**config.mk**
```make
export PLATFORM = sky130hd
export DESIGN_NAME = ccl_back
export DESIGN_NICKNAME = d
export VERILOG_FILES = /design/src/rtl/ccl_pkg.sv /design/src/rtl/ccl_back.sv
export SDC_FILE = /design/constraint.sdc
export NUM_CORES = 1
export LEC_CHECK = 0
export BUFFER_PORTS_ARGS = -buffer_cell sky130_fd_sc_hd__buf_2
export CAP_MARGIN = 0
export CELL_PAD_IN_SITES_DETAIL_PLACEMENT = 0
export CELL_PAD_IN_SITES_GLOBAL_PLACEMENT = 1
export CORE_MARGIN = 8
export CORE_UTILIZATION = 54
export DETAILED_ROUTE_END_ITERATION = 6
export PLACE_DENSITY = 0.83
export SLEW_MARGIN = 20
export SYNTH_ARGS = -nofsm -noshare
export SYNTH_HDL_FRONTEND = slang
export SYNTH_SLANG_ARGS = --single-unit
```
**constraint.sdc**
```tcl
create_clock -name clk -period 4.2 [get_ports clk]
set_clock_uncertainty 0.2 [all_clocks]
set_input_delay 0.63 -clock clk [delete_from_list [all_inputs] [get_ports clk]]
set_output_delay 0.63 -clock clk [all_outputs]
set_load 0.1 [all_outputs]
```
**src/rtl/ccl_pkg.sv**
```systemverilog
package ccl_pkg;

    localparam int QUEUE_DEPTH_DEF = 16;
    localparam int FIFO_DEPTH      = 2;

    localparam logic [15:0] CRC_POLY = 16'h1021;
    localparam logic [7:0]  ACK_BYTE = 8'hFF;

    localparam logic [2:0] ST_OK         = 3'd0;
    localparam logic [2:0] ST_MISMATCH   = 3'd1;
    localparam logic [2:0] ST_NO_PENDING = 3'd2;
    localparam logic [2:0] ST_BAD_ACK    = 3'd3;
    localparam logic [2:0] ST_QUEUE_FULL = 3'd4;

    localparam logic KIND_TX      = 1'b0;
    localparam logic KIND_VERDICT = 1'b1;

    typedef enum logic [2:0] {
        OP_SEND_DATA,
        OP_SEND_LAST,
        OP_REPLY_BYTE,
        OP_REPLY_LAST,
        OP_ACK
    } ccl_op_t;

    typedef struct packed {
        ccl_op_t    op;
        logic       start;
        logic       too_short;
        logic [7:0] data;
    } ccl_item_t;

    // CRC-16, polynomial 0x1021, MSB first, one byte per call
    function automatic logic [15:0] fold_byte(input logic [15:0] crc, input logic [7:0] b);
        logic [15:0] c;
        c = crc ^ {b, 8'h00};
        for (int i = 0; i < 8; i++)
        begin
            c = c[15] ? ({c[14:0], 1'b0} ^ CRC_POLY) : {c[14:0], 1'b0};
        end
        return c;
    endfunction

endpackage

```
**src/rtl/ccl_back.sv**
```systemverilog
module ccl_back #(
    parameter int QUEUE_DEPTH = ccl_pkg::QUEUE_DEPTH_DEF
) (
    input  logic                clk,
    input  logic                rst_n,
    input  logic                item_valid,
    input  ccl_pkg::ccl_item_t  item,
    output logic                item_pop,
    output logic                out_valid,
    input  logic                out_ready,
    output logic                out_kind,
    output logic [7:0]          tx_byte,
    output logic                run_last,
    output logic [2:0]          status
);

    localparam int IDX_W = (QUEUE_DEPTH > 1) ? $clog2(QUEUE_DEPTH) : 1;
    localparam int CNT_W = $clog2(QUEUE_DEPTH + 1);

    logic [15:0]      pend_mem [QUEUE_DEPTH];
    logic [15:0]      head_val_reg;
    logic [IDX_W-1:0] head_reg, head_next, tail_reg;
    logic [CNT_W-1:0] cnt_reg;

    logic [15:0] crc_reg, crc_next;
    logic        seed_missing_reg, seed_missing_next;
    logic [1:0]  extra_reg, extra_next;
    logic [15:0] hold_crc_reg, hold_crc_next;
    logic [2:0]  hold_st_reg, hold_st_next;

    logic        out_valid_reg, out_valid_next;
    logic        out_kind_reg, out_kind_next;
    logic [7:0]  tx_byte_reg, tx_byte_next;
    logic        run_last_reg, run_last_next;
    logic [2:0]  status_reg, status_next;

    logic        slot_free, pend_empty, pend_full, is_send, push_q, pop_q, seed_miss_eff;
    logic [15:0] crc_base, crc_fold;

    function automatic logic [IDX_W-1:0] wrap_inc(input logic [IDX_W-1:0] p);
        return (p == IDX_W'(QUEUE_DEPTH - 1)) ? '0 : p + IDX_W'(1);
    endfunction

    assign out_valid = out_valid_reg;
    assign out_kind  = out_kind_reg;
    assign tx_byte   = tx_byte_reg;
    assign run_last  = run_last_reg;
    assign status    = status_reg;

    assign slot_free  = !out_valid_reg || out_ready;
    assign item_pop   = item_valid && (extra_reg == 2'd0) && slot_free;
    assign pend_empty = (cnt_reg == '0);
    assign pend_full  = (cnt_reg == CNT_W'(QUEUE_DEPTH));
    assign is_send    = (item.op == ccl_pkg::OP_SEND_DATA) || (item.op == ccl_pkg::OP_SEND_LAST);
    assign crc_base   = !item.start ? crc_reg
                      : (is_send || pend_empty) ? 16'h0000 : head_val_reg;
    assign crc_fold   = ccl_pkg::fold_byte(crc_base, item.data);
    assign seed_miss_eff = item.start ? pend_empty : seed_missing_reg;
    assign head_next  = pop_q ? wrap_inc(head_reg) : head_reg;

    always_comb
    begin
        crc_next          = crc_reg;
        seed_missing_next = seed_missing_reg;
        extra_next        = extra_reg;
        hold_crc_next     = hold_crc_reg;
        hold_st_next      = hold_st_reg;
        out_valid_next    = out_valid_reg && !out_ready;
        out_kind_next     = out_kind_reg;
        tx_byte_next      = tx_byte_reg;
        run_last_next     = run_last_reg;
        status_next       = status_reg;
        push_q            = 1'b0;
        pop_q             = 1'b0;

        if (extra_reg != 2'd0 && slot_free)
        begin
            // drain the trailing CRC bytes, high byte first
            out_valid_next = 1'b1;
            out_kind_next  = ccl_pkg::KIND_TX;
            tx_byte_next   = (extra_reg == 2'd2) ? hold_crc_reg[15:8] : hold_crc_reg[7:0];
            run_last_next  = (extra_reg == 2'd1);
            status_next    = hold_st_reg;
            extra_next     = extra_reg - 2'd1;
        end
        else if (item_pop)
        begin
            unique case (item.op) inside
                ccl_pkg::OP_SEND_DATA:
                begin
                    crc_next       = crc_fold;
                    out_valid_next = 1'b1;
                    out_kind_next  = ccl_pkg::KIND_TX;
                    tx_byte_next   = item.data;
                    run_last_next  = 1'b1;
                    status_next    = ccl_pkg::ST_OK;
                end
                ccl_pkg::OP_SEND_LAST:
                begin
                    crc_next       = crc_fold;
                    push_q         = !pend_full;
                    hold_crc_next  = crc_fold;
                    hold_st_next   = pend_full ? ccl_pkg::ST_QUEUE_FULL : ccl_pkg::ST_OK;
                    extra_next     = 2'd2;
                    out_valid_next = 1'b1;
                    out_kind_next  = ccl_pkg::KIND_TX;
                    tx_byte_next   = item.data;
                    run_last_next  = 1'b0;
                    status_next    = ccl_pkg::ST_OK;
                end
                ccl_pkg::OP_REPLY_BYTE, ccl_pkg::OP_REPLY_LAST:
                begin
                    crc_next          = crc_fold;
                    seed_missing_next = seed_miss_eff;
                    pop_q             = item.start && !pend_empty;
                    if (item.op == ccl_pkg::OP_REPLY_LAST)
                    begin
                        out_valid_next = 1'b1;
                        out_kind_next  = ccl_pkg::KIND_VERDICT;
                        tx_byte_next   = 8'h00;
                        run_last_next  = 1'b1;
                        if (seed_miss_eff)
                            status_next = ccl_pkg::ST_NO_PENDING;
                        else if (item.too_short || crc_fold != 16'h0000)
                            status_next = ccl_pkg::ST_MISMATCH;
                        else
                            status_next = ccl_pkg::ST_OK;
                    end
                end
                ccl_pkg::OP_ACK:
                begin
                    pop_q          = !pend_empty;
                    out_valid_next = 1'b1;
                    out_kind_next  = ccl_pkg::KIND_VERDICT;
                    tx_byte_next   = 8'h00;
                    run_last_next  = 1'b1;
                    if (pend_empty)
                        status_next = ccl_pkg::ST_NO_PENDING;
                    else if (item.data == ccl_pkg::ACK_BYTE)
                        status_next = ccl_pkg::ST_OK;
                    else
                        status_next = ccl_pkg::ST_BAD_ACK;
                end
                default:
                begin
                    out_valid_next = out_valid_reg && !out_ready;
                end
            endcase
        end
    end

    // pending CRC memory; the head slot is prefetched, with bypass of a same-cycle write
    always_ff @(posedge clk)
    begin
        if (push_q)
        begin
            pend_mem[tail_reg] <= crc_fold;
        end
        if (push_q && tail_reg == head_next)
        begin
            head_val_reg <= crc_fold;
        end
        else
        begin
            head_val_reg <= pend_mem[head_next];
        end
    end

    always_ff @(posedge clk)
    begin
        crc_reg       <= crc_next;
        hold_crc_reg  <= hold_crc_next;
        hold_st_reg   <= hold_st_next;
        out_kind_reg  <= out_kind_next;
        tx_byte_reg   <= tx_byte_next;
        run_last_reg  <= run_last_next;
        status_reg    <= status_next;
    end

    always_ff @(posedge clk or negedge rst_n)
    begin
        if (!rst_n)
        begin
            head_reg         <= '0;
            tail_reg         <= '0;
            cnt_reg          <= '0;
            seed_missing_reg <= 1'b0;
            extra_reg        <= 2'd0;
            out_valid_reg    <= 1'b0;
        end
        else
        begin
            head_reg         <= head_next;
            seed_missing_reg <= seed_missing_next;
            extra_reg        <= extra_next;
            out_valid_reg    <= out_valid_next;
            if (push_q)
            begin
                tail_reg <= wrap_inc(tail_reg);
                cnt_reg  <= cnt_reg + CNT_W'(1);
            end
            else if (pop_q)
            begin
                cnt_reg <= cnt_reg - CNT_W'(1);
            end
        end
    end

endmodule

```
# After elaboration in Yosys (flattened, before gate mapping)
# Memories as Yosys holds them, arrays and structs flattened. A register that Yosys moved wholly into a read port is not among the register bits.
# Cells that the tools add are included.
# W data, S select, Z words.
# totals
regBits	65
latchBits	0
ramBits	256
mem_bits_ro	0
input_bits	17
out_inout_bits	15
wordCells	127
mem_count	1
# op_classes
n_addsub	5
multipliers	0
div	0
n_lt_le_gt_ge	0
eq_ne	12
n_shift	0
n_mux	50
n_bitwise	10
n_reduce_logical	36
# mem_list
name	words	width	read_ports	rd_ports_with_merged_regs	write_ports	line_no	rtl
pend_mem	16	16	1	1	1	ccl_back.sv:20	logic [15:0] pend_mem [QUEUE_DEPTH];
# op_table
cell	n
$mux W13	8
$mux W16	2
$mux W8	4
$not A3 Y3	8
$pmux W8 S3	1
$reduce_and A3 Y1	6
$reduce_bool A16 Y1	1
$xor A16 B16 Y16	1
$mux W1	15
$mux W2	6
$mux W3	4
$mux W4	3
$mux W5	2
$pmux W3 S3	1
$add A4 B1 Y4 const B	2
$eq A4 B4 Y1 const B	2
$eq A8 B8 Y1 const B	1
$reduce_bool A2 Y1	4
$reduce_bool A4 Y1	2
$eq A3 B2 Y1 const B	2
$pmux W1 S3	2
$reduce_or A2 Y1	3
$add A5 B1 Y5 const B	1
$eq A5 B5 Y1 const B	1
20 further kinds	31

# Longest topological paths before layout
# Gate-level depths: netlist of the first run.
# depth
ltp_word	30
mapped_depth	13
depth_no_buf	11

# Least setup slack after synthesis of the first run
# OpenSTA, ideal clock, no wires.
# synth_timing
path_kind	register -> register
start	register out_valid_reg, in the netlist out_valid
end	memory pend_mem[3][0] (enable)
setup_time_ns	0.409
arrival_time_ns	3.333
required_time_ns	3.591
path_slack_ns	0.258
path_stages_with_launch	8
path_buffers	1
period_less_slack_ns	3.942
cell_sequence	dfrtp_1 > nand2b_1 > nand3_1 > or3_1 > nor2_1 > clkbuf_1 > nand2_1 > nor3_1
# synth_via
elab_chain_len	7
word_cells_on_any_way	8
cone_classes	mux (4); reduce/logical (4)
# synth_rtl
element	line_no	rtl
from (decl)	ccl_back.sv:31	logic out_valid_reg, out_valid_next;
from (signal assigned)	ccl_back.sv:196	out_valid_reg <= out_valid_next;
$logic_not A1 Y1 *	ccl_back.sv:50	assign slot_free = !out_valid_reg || out_ready;
$logic_or A1 B1 Y1 *	ccl_back.sv:50	
$logic_and A1 B1 Y1	ccl_back.sv:51	assign item_pop = item_valid && (extra_reg == 2'd0) && slot_free;
$mux W1	ccl_back.sv:86	else if (item_pop)
$mux W1 *	ccl_back.sv:76	if (extra_reg != 2'd0 && slot_free)
$mux W1 *	ccl_back.sv:155	if (push_q)
$mux W1 (implied by the code) *	ccl_back.sv:157	pend_mem[tail_reg] <= crc_fold;
to (decl)	ccl_back.sv:20	
# Mark *: on every way between the ends. The rest lies on a longest branch, timed or not.

==> results of run 1 <==
==> cell type report <==
cell class / count / area, um2 / share of cell area (%)
Timing Repair Buffer: 77 / 541 / 3.61
Sequential cell: 323 / 9570 / 63.9
Inverter: 16 / 60.1 / 0.401
Clock inverter: 19 / 205 / 1.37
Tap cell: 324 / 405 / 2.70
Multi-Input combinational cell: 352 / 3410 / 22.7
Clock buffer: 37 / 798 / 5.33
==> worst max-delay path by stage <==
stage	to	slack (ps)	cells after the start
after floorplan	pend_mem[3][0]$_DFFE_PP_	260	7
after global placement	pend_mem[9][5]$_DFFE_PP_	460	8
after CTS	pend_mem[9][8]$_DFFE_PP_	310	6
final	pend_mem[12][13]$_DFFE_PP_	410	8
after detailed placement	pend_mem[0][12]$_DFFE_PP_	300	8
after global routing	pend_mem[14][13]$_DFFE_PP_	110	8
==> Yosys cell counts (2+ instances only) <==
| master | instances |
|---|---|
| nand4_1 | 3 |
| and2_1 | 5 |
| buf_2 | 6 |
| o2bb2ai_2 | 3 |
| buf_8 | 3 |
| nor2b_1 | 9 |
| xnor2_1 | 17 |
| a22oi_1 | 29 |
| nand2_1 | 20 |
| buf_6 | 5 |
| xor2_1 | 6 |
| dfxtp_1 | 5 |
| nand2b_1 | 6 |
| mux2i_1 | 64 |
| mux2_2 | 7 |
| o2bb2ai_1 | 3 |
| buf_1 | 2 |
| a31oi_1 | 3 |
| nand3_1 | 6 |
| o211ai_1 | 4 |
| nor3_1 | 8 |
| ha_1 | 11 |
| a211oi_1 | 4 |
| xor2_2 | 3 |
| a21o_1 | 2 |
| a21oi_1 | 21 |
| a221oi_1 | 10 |
| clkbuf_1 | 6 |
| o21ai_0 | 21 |
| nor3b_1 | 2 |
| dfrtp_1 | 17 |
| mux4_2 | 39 |
| edfxtp_1 | 301 |
| inv_1 | 15 |
| nor2_1 | 25 |
| buf_4 | 8 |
==> cell families (layout without fill, tap and decap cells) <==
family	count (synthesis)	count (layout)	share of synthesized area, %
adders and majority gates	12	12	1.20
AOI/OAI and AO/OA	108	108	5.82
DFF	323	323	72.5
buffers and inverters	47	149	2.24
muxes	111	111	12.3
xor gates and xnor gates	29	29	2.39
and+or+nand+nor	92	92	3.52
==> metrics by stage <==
step                cells  util, %  setup WS (ps)  hold WS, ps  total power, uW
floorplan             722        -            258          134             6380
global placement     1091     57.6            458          286             7000
detailed placement   1091     57.6            300          293             7130
CTS                  1148     61.8            309          175             9840
global route         1148     62.0            110          175            10200
finish               1148     62.0            415          186             9840
==> worst max-delay path, stage by stage, from the launching register on <==
cell and delay (ps):
dfxtp_2 350, buf_4 340, buf_4 360, mux4_2 540, nor2b_1 140, a211oi_1 290
a211oi_1 100, a21oi_1 240, xor2_1 850
==> where the power goes <==
group          switching (uW)  internal (uW)
registers                 125           4400
clock network            1130           1600
logic                    1830            753
==> metal layers <==
metal | track usage (%) | up-vias | wire [um]
li1 | - | 3050 | -
met1 | 26.3 | 3561 | 11600
met2 | 32.7 | 274 | 14200
met3 | 3.70 | 58 | 2220
met4 | 6.90 | 0 | 850
met5 | 0 | - | 0
==> placed cells by master (no fill, tap or decap), drive strengths merged, types with 2 or more instances in the layout <==
cell type  Yosys  final
buf           24     76
ha            11     11
a22oi         29     29
a221oi        10     10
inv           16     17
nor2          25     25
clkbuf         7     37
and2           5      5
nand2         20     20
or4            2      2
mux2           7      7
mux4          40     40
edfxtp       301    301
xnor2         18     18
clkinvlp       0      3
nand4          3      3
o2bb2ai        6      6
nand3          6      6
nor3           8      8
dfxtp          5      5
mux2i         64     64
a21o           3      3
nand2b         6      6
xor2           9      9
a31oi          3      3
a21oi         21     21
o21ai         22     22
o211ai         4      4
nor3b          2      2
a211oi         5      5
bufinv         0      4
nor2b          9      9
dfrtp         17     17
clkinv         0     11
==> metrics.md, run 1 <==
| Metric | Value |
|---|---|
| Status | `finished, final reports clean` |
| Post-route DRC | `0` |
| Gr usage total | `between 10% and 20%` |
| CP arrival | `3790 ps` |
| Grt ovf | `0` |
| WS Path Type | `flop to flop` |
| Root Driver | `clkbuf_16` |
| Maximum VDD drop | `0.672 mV` |
| Post-layout net count | `830` |
| Register area share after synthesis | `approximately 73%` |
| Worst-margin pin slew | `1050 ps` |
| Die Span X | `about 170 um` |
| Drt total wl | `about 29 mm` |
| Reg2reg path depth | `8` |
| # resized after CTS | `0` |
| Largest area contributor in the netlist | `edfxtp_1` |
| Vias in the first global route | `7097` |
| Max_cap viols | `0` |
| EDFF count, synth | `between 300 and 400` |
| Post-Place Cell Area | `0.0139 mm2` |
| Antenna Cells | `0` |
| Final Cell Area | `around 0.015 mm2` |
| H-tree Lvls | `1` |
| P per Cell Area | `between 600 and 700 mW/mm2` |
| Reg2Reg Setup Slack | `around 410 ps` |
| WHS Path Cells | `3` |
| Core area | `about 0.024 mm2` |
| Post-synthesis cell count | `~720` |
| FMAX | `between 200 and 300 MHz` |
| Die height | `roughly 170 um` |
| Post-synthesis cell area | `~0.013 mm2` |
| Clk sinks | `approximately 320` |
| Vias/cell | `~6` |
| Clk buf depth | `3` |
| Pins Over Slew Limit | `0` |
| Top Ports | `32` |
| Number of port buffers | `31` |
| Max FO, Critical Path | `22` |
| Final period util | `between 90 and 100%` |
| Syn nets | `751` |
| Initial drt markers | `about 670` |
| Count of final hold-check violations | `0` |
| Clock latency on the worst-skew pair | `560 ps` |
| Mapped Avg Cell Area | `18.3 um2` |
| WHS Endpoint | `out_valid$_DFF_PN0_` |
| Share of cells above drive strength 1 | `between 20 and 25%` |
| Synth Flop Type | `edfxtp_1` |
| Placer Congestion | `~0.85` |
| # fillers | `between 1500 and 2000` |
| CTS tree | `yes` |
| DRT Pass-1 Iters | `5` |
| Post-synth top area share | `about two thirds` |
| Tmin final | `3790 ps` |
| Max_slew headroom | `29.9%` |
| RSZ-0062 raised after global routing | `false` |
| HP Start | `item_valid` |
| Initial antenna violation count | `0` |
| Critical path capture point type | `flop` |
| Drt wl/cell | `25.1 um` |
| Final Setup Violations | `0` |
| Max reg flops | `around 260` |
| Area Growth Syn to Fin | `13.7%` |
| Synth async-reset ratio | `5.26%` |
| DPL Wire Length | `18.3 mm` |
| Yosys reg bits | `approximately 320` |
| Post-route ant nets | `0` |
| Ys Warns | `0` |
| CTS Buf Count | `31` |
| Starting Density | `approximately 55%` |
| Hold_buf cts | `1` |
| Via Count | `just under 7000` |
| Cell variety after synth | `between 50 and 60` |
| TNS Setup | `0 ps` |
| Die area | `0.0297 mm2` |
| Global-route wire length before repair | `roughly 43 mm` |
| Worst endpoint required time | `~4200 ps` |
| Largest net degree at the start of global routing | `26` |
| Top area cells in the synthesized netlist | `edfxtp_1 69%, mux4_2 6.7%, mux2i_1 4.9%` |
| Min-delay worst type | `input port to flop` |
| Crit start category | `flop` |
| Num rows | `57` |
| Reg-to-reg critical path endpoint | `pend_mem[12][13]$_DFFE_PP_` |
| Reg clk slew, reported paths | `approximately 60 ps` |
| Setup Buffers After CTS | `0` |
| Leakage | `~0.005 uW` |
No activity file was read; power rests on OpenSTA's default activity.
==> inputs of run 2 (changes only) <==
- ABC_AREA: default -> 1
- CORE_UTILIZATION: 54 -> 50
- REMOVE_ABC_BUFFERS: default -> 1
==> metrics.md, run 2 <==
| Metric | Value |
|---|---|
| Die height | `~180 um` |
| Vias in the first global route | `between 9000 and 10000` |
| # resized after CTS | `0` |
| Largest net degree at the start of global routing | `approximately 140` |
| Vias/cell | `around 5.3` |
| Gr usage total | `around a fifth` |
| Critical path's largest stage delay | `620 ps` |
| Largest area contributor in the netlist | `edfxtp_1` |
| Reg clk slew, reported paths | `60 ps` |
| Yosys reg bits | `about 320` |
| CTS Buf Count | `36` |
| FMAX | `around 290 MHz` |
| Placer Congestion | `about 0.86` |
| Maximum VDD drop | `~0.46 mV` |
| Count of final hold-check violations | `0` |
| Number of port buffers | `31` |
| Post-route ant nets | `0` |
| Crit path to | `pend_mem[3][7]$_DFFE_PP_` |
| Mapped Avg Cell Area | `around 10 um2` |
| Largest family of logic cells by synthesized area | `simple AND/OR/NAND/NOR gates` |
| Drt total wl | `~36 mm` |
| Reg-to-reg critical path endpoint | `pend_mem[3][7]$_DFFE_PP_` |
| Top area cells in the synthesized netlist | `edfxtp_1 64%, nand2_1 10%, nand3_1 5.8%` |
| Reg area | `between 0.009 and 0.01 mm2` |
| Clk buf depth | `3` |
| Post-route DRC | `0` |
| CP Cell Sequence | `inv_4, nand2_1, nand3_1, nand3_1, nand3_1, nand2_1, nand2_1, nand2_1, nand2_1, nand2_1, nand2_1, nand2_1, nand2_1, nand2_1, inv_1` |
| Grt ovf | `0` |
| Worst endpoint required time | `around 4200 ps` |
| Max_cap viols | `0` |
| DPL Wire Length | `about 21 mm` |
| Synth async-reset ratio | `5.26%` |
| Tmin final | `approximately 3400 ps` |
| Critical path capture point type | `flop` |
| Status | `finished, final reports clean` |
| RSZ-0062 raised after global routing | `false` |
| Max FO, Critical Path | `82` |
| Final Setup Violations | `0` |
| Via Count | `9727` |
| Simple-gate share of the synthesized area | `between 10% and 20%` |
| Most used cell, CP | `nand2_1` |
| Die area | `around 0.034 mm2` |
| Fin Hold WS | `between 200 and 250 ps` |
| Ys Warns | `0` |
| Critical path's slowest cell | `inv_4` |
| Commonest non-fill, non-tap cell in the layout | `nand2_1` |
| Adder-cell share of the synthesized area | `under 10%` |
| Share of cells above drive strength 1 | `between 10% and 20%` |
| Fin util | `57.3%` |
| Initial antenna violation count | `0` |
| # fillers | `2362` |
| Drt wl/cell | `approximately 20 um` |
| CP arrival | `about 3500 ps` |
| Min-delay worst type | `input port to flop` |
| Mux share of post-synthesis cell area | `less than 1%` |
| Max_slew headroom | `between 30 and 40%` |
| Complex-gate fraction of the synthesized area | `under 10%` |
| Post-synthesis cell area | `about 0.014 mm2` |
| Post-layout net count | `roughly 1400` |
| Clk sinks | `323` |
| Starting Density | `50.9%` |
| Root Driver | `clkbuf_16` |
| H-tree Lvls | `2` |
| Initial drt markers | `between 900 and 1000` |
| Top Ports | `32` |
| EDFF count, synth | `301` |
| Reg2Reg Setup Slack | `760 ps` |
| Max reg flops | `between 200 and 300` |
| Most frequent cells in the layout | `384 x nand2_1, 301 x edfxtp_1, 166 x nand3_1` |
| Top cells by count, synth | `384 x nand2_1, 301 x edfxtp_1, 166 x nand3_1` |
| Antenna Cells | `0` |
| Count leader, synth | `nand2_1` |
| Reg2reg path depth | `15` |
| Placed Cells | `approximately 1800` |
| Synth Area in XOR/XNOR | `less than 1%` |
| Core area | `0.0279 mm2` |
| Area Growth Syn to Fin | `12.6%` |
| Register area share after synthesis | `between 60% and 70%` |
| Pins Over Slew Limit | `0` |
| Multi-input gate area | `between 0.003 and 0.004 mm2` |
| Final period util | `between 80% and 90%` |
| Finished Layout Cells | `about 1800` |
| Crit start category | `flop` |
| Leakage | `approximately 0.0065 uW` |
| Global-route wire length before repair | `54.6 mm` |
| WS Path Type | `flop to flop` |
| Num rows | `61` |
| P per Cell Area | `between 600 and 700 mW/mm2` |
| Synth Flop Type | `edfxtp_1` |
| DRT Pass-1 Iters | `5` |
| CTS tree | `yes` |
| Worst-margin pin slew | `approximately 950 ps` |
| Post-synthesis cell count | `around 1400` |
| Die Span X | `185 um` |
| Post-synth top area share | `between 60% and 70%` |
| Cell variety after synth | `37` |
| Power consumption | `approximately 11000 uW` |
| Clock latency on the worst-skew pair | `around 520 ps` |
-- run 2: cell families (layout without fill, tap and decap cells) --
logic type	count (synthesis)	in the layout
flops	323	323
fa+ha+maj	12	12
simple gates	663	663
xor+xnor	9	9
mux	1	1
compound gates	123	123
buf+inv	225	310
-- run 2: worst min-delay path by stage --
stage | slack (ps) | start | end | cells after the start
after floorplan | 130 | rst_n | cnt_reg[0]$_DFFE_PN0P_ | 0
after global placement | 260 | cnt_reg[4]$_DFFE_PN0P_ | cnt_reg[4]$_DFFE_PN0P_ | 1
after detailed placement | 270 | cnt_reg[4]$_DFFE_PN0P_ | cnt_reg[4]$_DFFE_PN0P_ | 1
after CTS | 200 | out_ready | out_valid$_DFF_PN0_ | 4
after global routing | 250 | out_ready | out_valid$_DFF_PN0_ | 4
final | 220 | out_ready | out_valid$_DFF_PN0_ | 4
-- run 2: layout make-up --
cell class	count	area share (%)
Clock inverter	20	0.984
Inverter	169	3.98
Multi-Input combinational cell	808	23.2
Sequential cell	323	59.7
Tap cell	378	2.95
Clock buffer	45	5.97
Timing Repair Buffer	76	3.17
-- run 2: worst max-delay path: cells and delay by family (launching register included) --
| family | cells | cell delay [ps] |
|---|---|---|
| buf+inv | 2 | 1080 |
| simple gates | 13 | 1410 |
| flops | 1 | 360 |
-- run 2: timing repair --
action,4_1_cts,5_1_grt
buffers inserted,0,0
hold buffers,1,0
endpoints found under the hold margin,17,0
-- run 2: layer usage --
metal | up-vias | routed length [um] | GRT usage [%]
li1 | 4653 | - | -
met4 | 0 | 1190 | 7.94
met1 | 4664 | 15200 | 29.2
met3 | 65 | 2750 | 3.41
met2 | 345 | 16900 | 34.2
met5 | - | 0 | 0
-- run 2: power breakdown --
| part | switching (uW) | total [uW] | internal, uW |
|---|---|---|---|
| registers | 109 | 4280 | 4170 |
| clock network | 1230 | 2980 | 1750 |
| logic | 2800 | 3730 | 924 |
-- run 2: through the flow --
step | worst slack [ps] | instance area [um2] | TNS, ps
final | 763 | 16000 | 0
after global placement | 834 | 14900 | 0
after floorplan | -1500 | 13900 | -296450
after detailed placement | 826 | 14900 | 0
after global routing | 488 | 16000 | 0
after CTS | 790 | 16000 | 0
==> inputs of run 3 (changes only) <==
- ABC_AREA: 1 -> 0
- CORE_UTILIZATION: 50 -> 49
- PLACE_DENSITY: 0.83 -> 0.79
- clock period: 4.2 -> 3 ns (I/O delays scaled with it)
==> metrics.md, run 3 (same netlist as run 1, synthesis figures left out) <==
| Metric | Value |
|---|---|
| Status | `finished with violations` |
| Violated checks | `negative setup slack` |
| Post-Place Cell Area | `0.0146 mm2` |
| Share of cells above drive strength 1 | `between 30% and 40%` |
| Antenna Cells | `0` |
| Drt total wl | `approximately 32 mm` |
| Gr usage total | `approximately a fifth` |
| Pins Over Slew Limit | `0` |
| Area Growth Syn to Fin | `20.9%` |
| Critical path capture point type | `flop` |
| Count of final hold-check violations | `0` |
| Grt ovf | `0` |
| Vias/cell | `between 5 and 6` |
| CP Cell Sequence | `or4_4, o221ai_4, buf_12, o2bb2ai_2, xor2_2, buf_4, or4_1, and4bb_1, a31oi_1` |
| Initial drt markers | `639` |
| Reg2reg path depth | `9` |
| P_int | `between 10000 and 15000 uW` |
| Final Setup Violations | `52` |
| Post-layout net count | `902` |
| Worst endpoint required time | `~3100 ps` |
| Reg clk slew, reported paths | `approximately 60 ps` |
| DRT Pass-1 Iters | `5` |
| H-tree Lvls | `2` |
| Clk buf depth | `3` |
| RSZ-0062 raised after global routing | `true` |
| Top Family by Delay on Critical Path | `simple AND/OR/NAND/NOR gates` |
| P_sw | `between 4000 and 5000 uW` |
| Place WS | `-448 ps` |
| CP arrival | `approximately 3100 ps` |
| Critical path's largest stage delay | `560 ps` |
| WP buf/inv | `2` |
| Path length in cells of the critical path | `9` |
| Max_slew headroom | `roughly 28%` |
| Reg2Reg Setup Slack | `-50 ps` |
| Top Ports | `32` |
| Multi-input gate area | `0.00353 mm2` |
| Number of port buffers | `31` |
| Placed Cells | `1168` |
| Worst r2r src | `cnt_reg[1]$_DFFE_PN0P_` |
| Starting Density | `around 50%` |
| Leakage | `roughly 0.0053 uW` |
| CTS tree | `yes` |
| Die Span X | `~180 um` |
| Fin util | `59.7%` |
| Commonest non-fill, non-tap cell in the layout | `edfxtp_1` |
| Reg area | `0.00958 mm2` |
| Finished Layout Cells | `roughly 1200` |
| Final Cell Area | `between 0.015 and 0.02 mm2` |
| Drt wl/cell | `roughly 26 um` |
| Vias in the first global route | `~7500` |
| Placer Congestion | `0.866` |
| Post-route DRC | `0` |
| Max reg flops | `roughly 260` |
| Part of the power in registers | `42.9%` |
| DPL Wire Length | `a little over 20 mm` |
| FMAX | `roughly 330 MHz` |
| Root Driver | `clkbuf_16` |
| Clk sinks | `~320` |
| # fillers | `approximately 1900` |
| CTS Buf Count | `34` |
| Worst-margin pin slew | `between 1000 and 1500 ps` |
| Final period util | `102%` |
| Num rows | `60` |
| Switching share of total power | `about a third` |
| Crit start category | `flop` |
| Via Count | `between 7000 and 8000` |
| P per Cell Area | `around 930 mW/mm2` |
| Die area | `0.0324 mm2` |
| Min-delay worst type | `input port to flop` |
| Largest net degree at the start of global routing | `24` |
| Most frequent cells in the layout | `301 x edfxtp_1, 86 x buf_4, 63 x mux2i_1` |
| Initial antenna violation count | `0` |
| Max FO, Critical Path | `6` |
| Core area | `roughly 0.027 mm2` |
| Crit path from | `cnt_reg[1]$_DFFE_PN0P_` |
| Post-route ant nets | `0` |
| Critical path's slowest cell | `or4_4` |
| Reg-to-reg critical path endpoint | `status[0]$_SDFFCE_PP0P_` |
| Global-route wire length before repair | `~47 mm` |
| Tmin final | `3050 ps` |
| Die height | `around 180 um` |
| Combinational power share | `a little under a third` |
| Final worst setup slack | `-53.8 ps` |
| Maximum VDD drop | `about 0.64 mV` |
| Crit path to | `status[0]$_SDFFCE_PP0P_` |
| WS Path Type | `flop to flop` |
| Max_cap viols | `0` |
| Clock latency on the worst-skew pair | `about 510 ps` |
| Clock network fraction of total power | `26.1%` |
[run 3: cell types whose count changed in the layout (fill, tap and decap cells not counted), moves of 39 or more]
cell / change
nand3_1: -160
buf_4: +43
mux2i_1: +63
inv_1: -153
mux4_2: +39
o21ai_0: -53
nor2_1: -72
nand2_1: -364
[run 3: per-stage QoR]
stage	total power [uW]	hold slack (ps)	TNS, ps
floorplan	8860	-45.6	-635530
CTS	14700	15.3	-282
finish	14800	31.9	-872
global route	15300	29.9	-9490
detailed placement	10500	213	-21190
global placement	10300	207	-10990
[run 3: cell type report]
type | count | share of cell area, %
Sequential cell | 323 | 60.1
Clock buffer | 46 | 5.75
Tap cell | 341 | 2.68
Multi-Input combinational cell | 352 | 22.2
Clock inverter | 13 | 0.589
Inverter | 16 | 0.424
Timing Repair Buffer | 146 | 8.33
[run 3: tightest hold or removal path: stages]
cell      delay, ps
buf_2           110
inv_1            50
o211ai_1         90
[run 3: routing by layer]
| layer | part of all wire, % | vias to the layer above | GRT usage [%] | routed length [um] |
|---|---|---|---|---|
| met5 | 0 | - | 0 | 0 |
| met2 | 51 | 259 | 33.2 | 16200 |
| met4 | 1.8 | 0 | 4.99 | 572 |
| met1 | 41 | 3769 | 25.7 | 13200 |
| met3 | 5.9 | 46 | 2.90 | 1870 |
| li1 | - | 3191 | - | - |
[run 3: worst min path at each step]
stage                        endpoint  slack (ps)  startpoint  cells past startpoint
5_1_grt           out_valid$_DFF_PN0_          30  item_valid                      3
2_1_floorplan  cnt_reg[0]$_DFFE_PN0P_         -50       rst_n                      0
6_report          out_valid$_DFF_PN0_          30  item_valid                      3
3_3_place_gp      out_valid$_DFF_PN0_         210       rst_n                      1
4_1_cts           out_valid$_DFF_PN0_          20  item_valid                      3
3_5_place_dp      out_valid$_DFF_PN0_         210       rst_n                      1
[run 3: timing repair]
item / CTS / global route
pin swaps: 5 / 3
endpoints found under the setup margin: 153 / 208
resized for setup: 27 / 16
hold endpoints to repair: 17 / 0
hold buffers: 1 / 0
setup buffers: 1 / 7
cloned: 1 / 0
[run 3: power groups by stage]
stage / Clock, uW / Sequential (uW) / Combinational, uW
after CTS: 3910 / 6320 / 4410
final: 3850 / 6330 / 4580
after global routing: 4090 / 6360 / 4870
after floorplan: 0 / 7120 / 1740
after global placement: 0 / 6400 / 3930
after detailed placement: 0 / 6420 / 4100
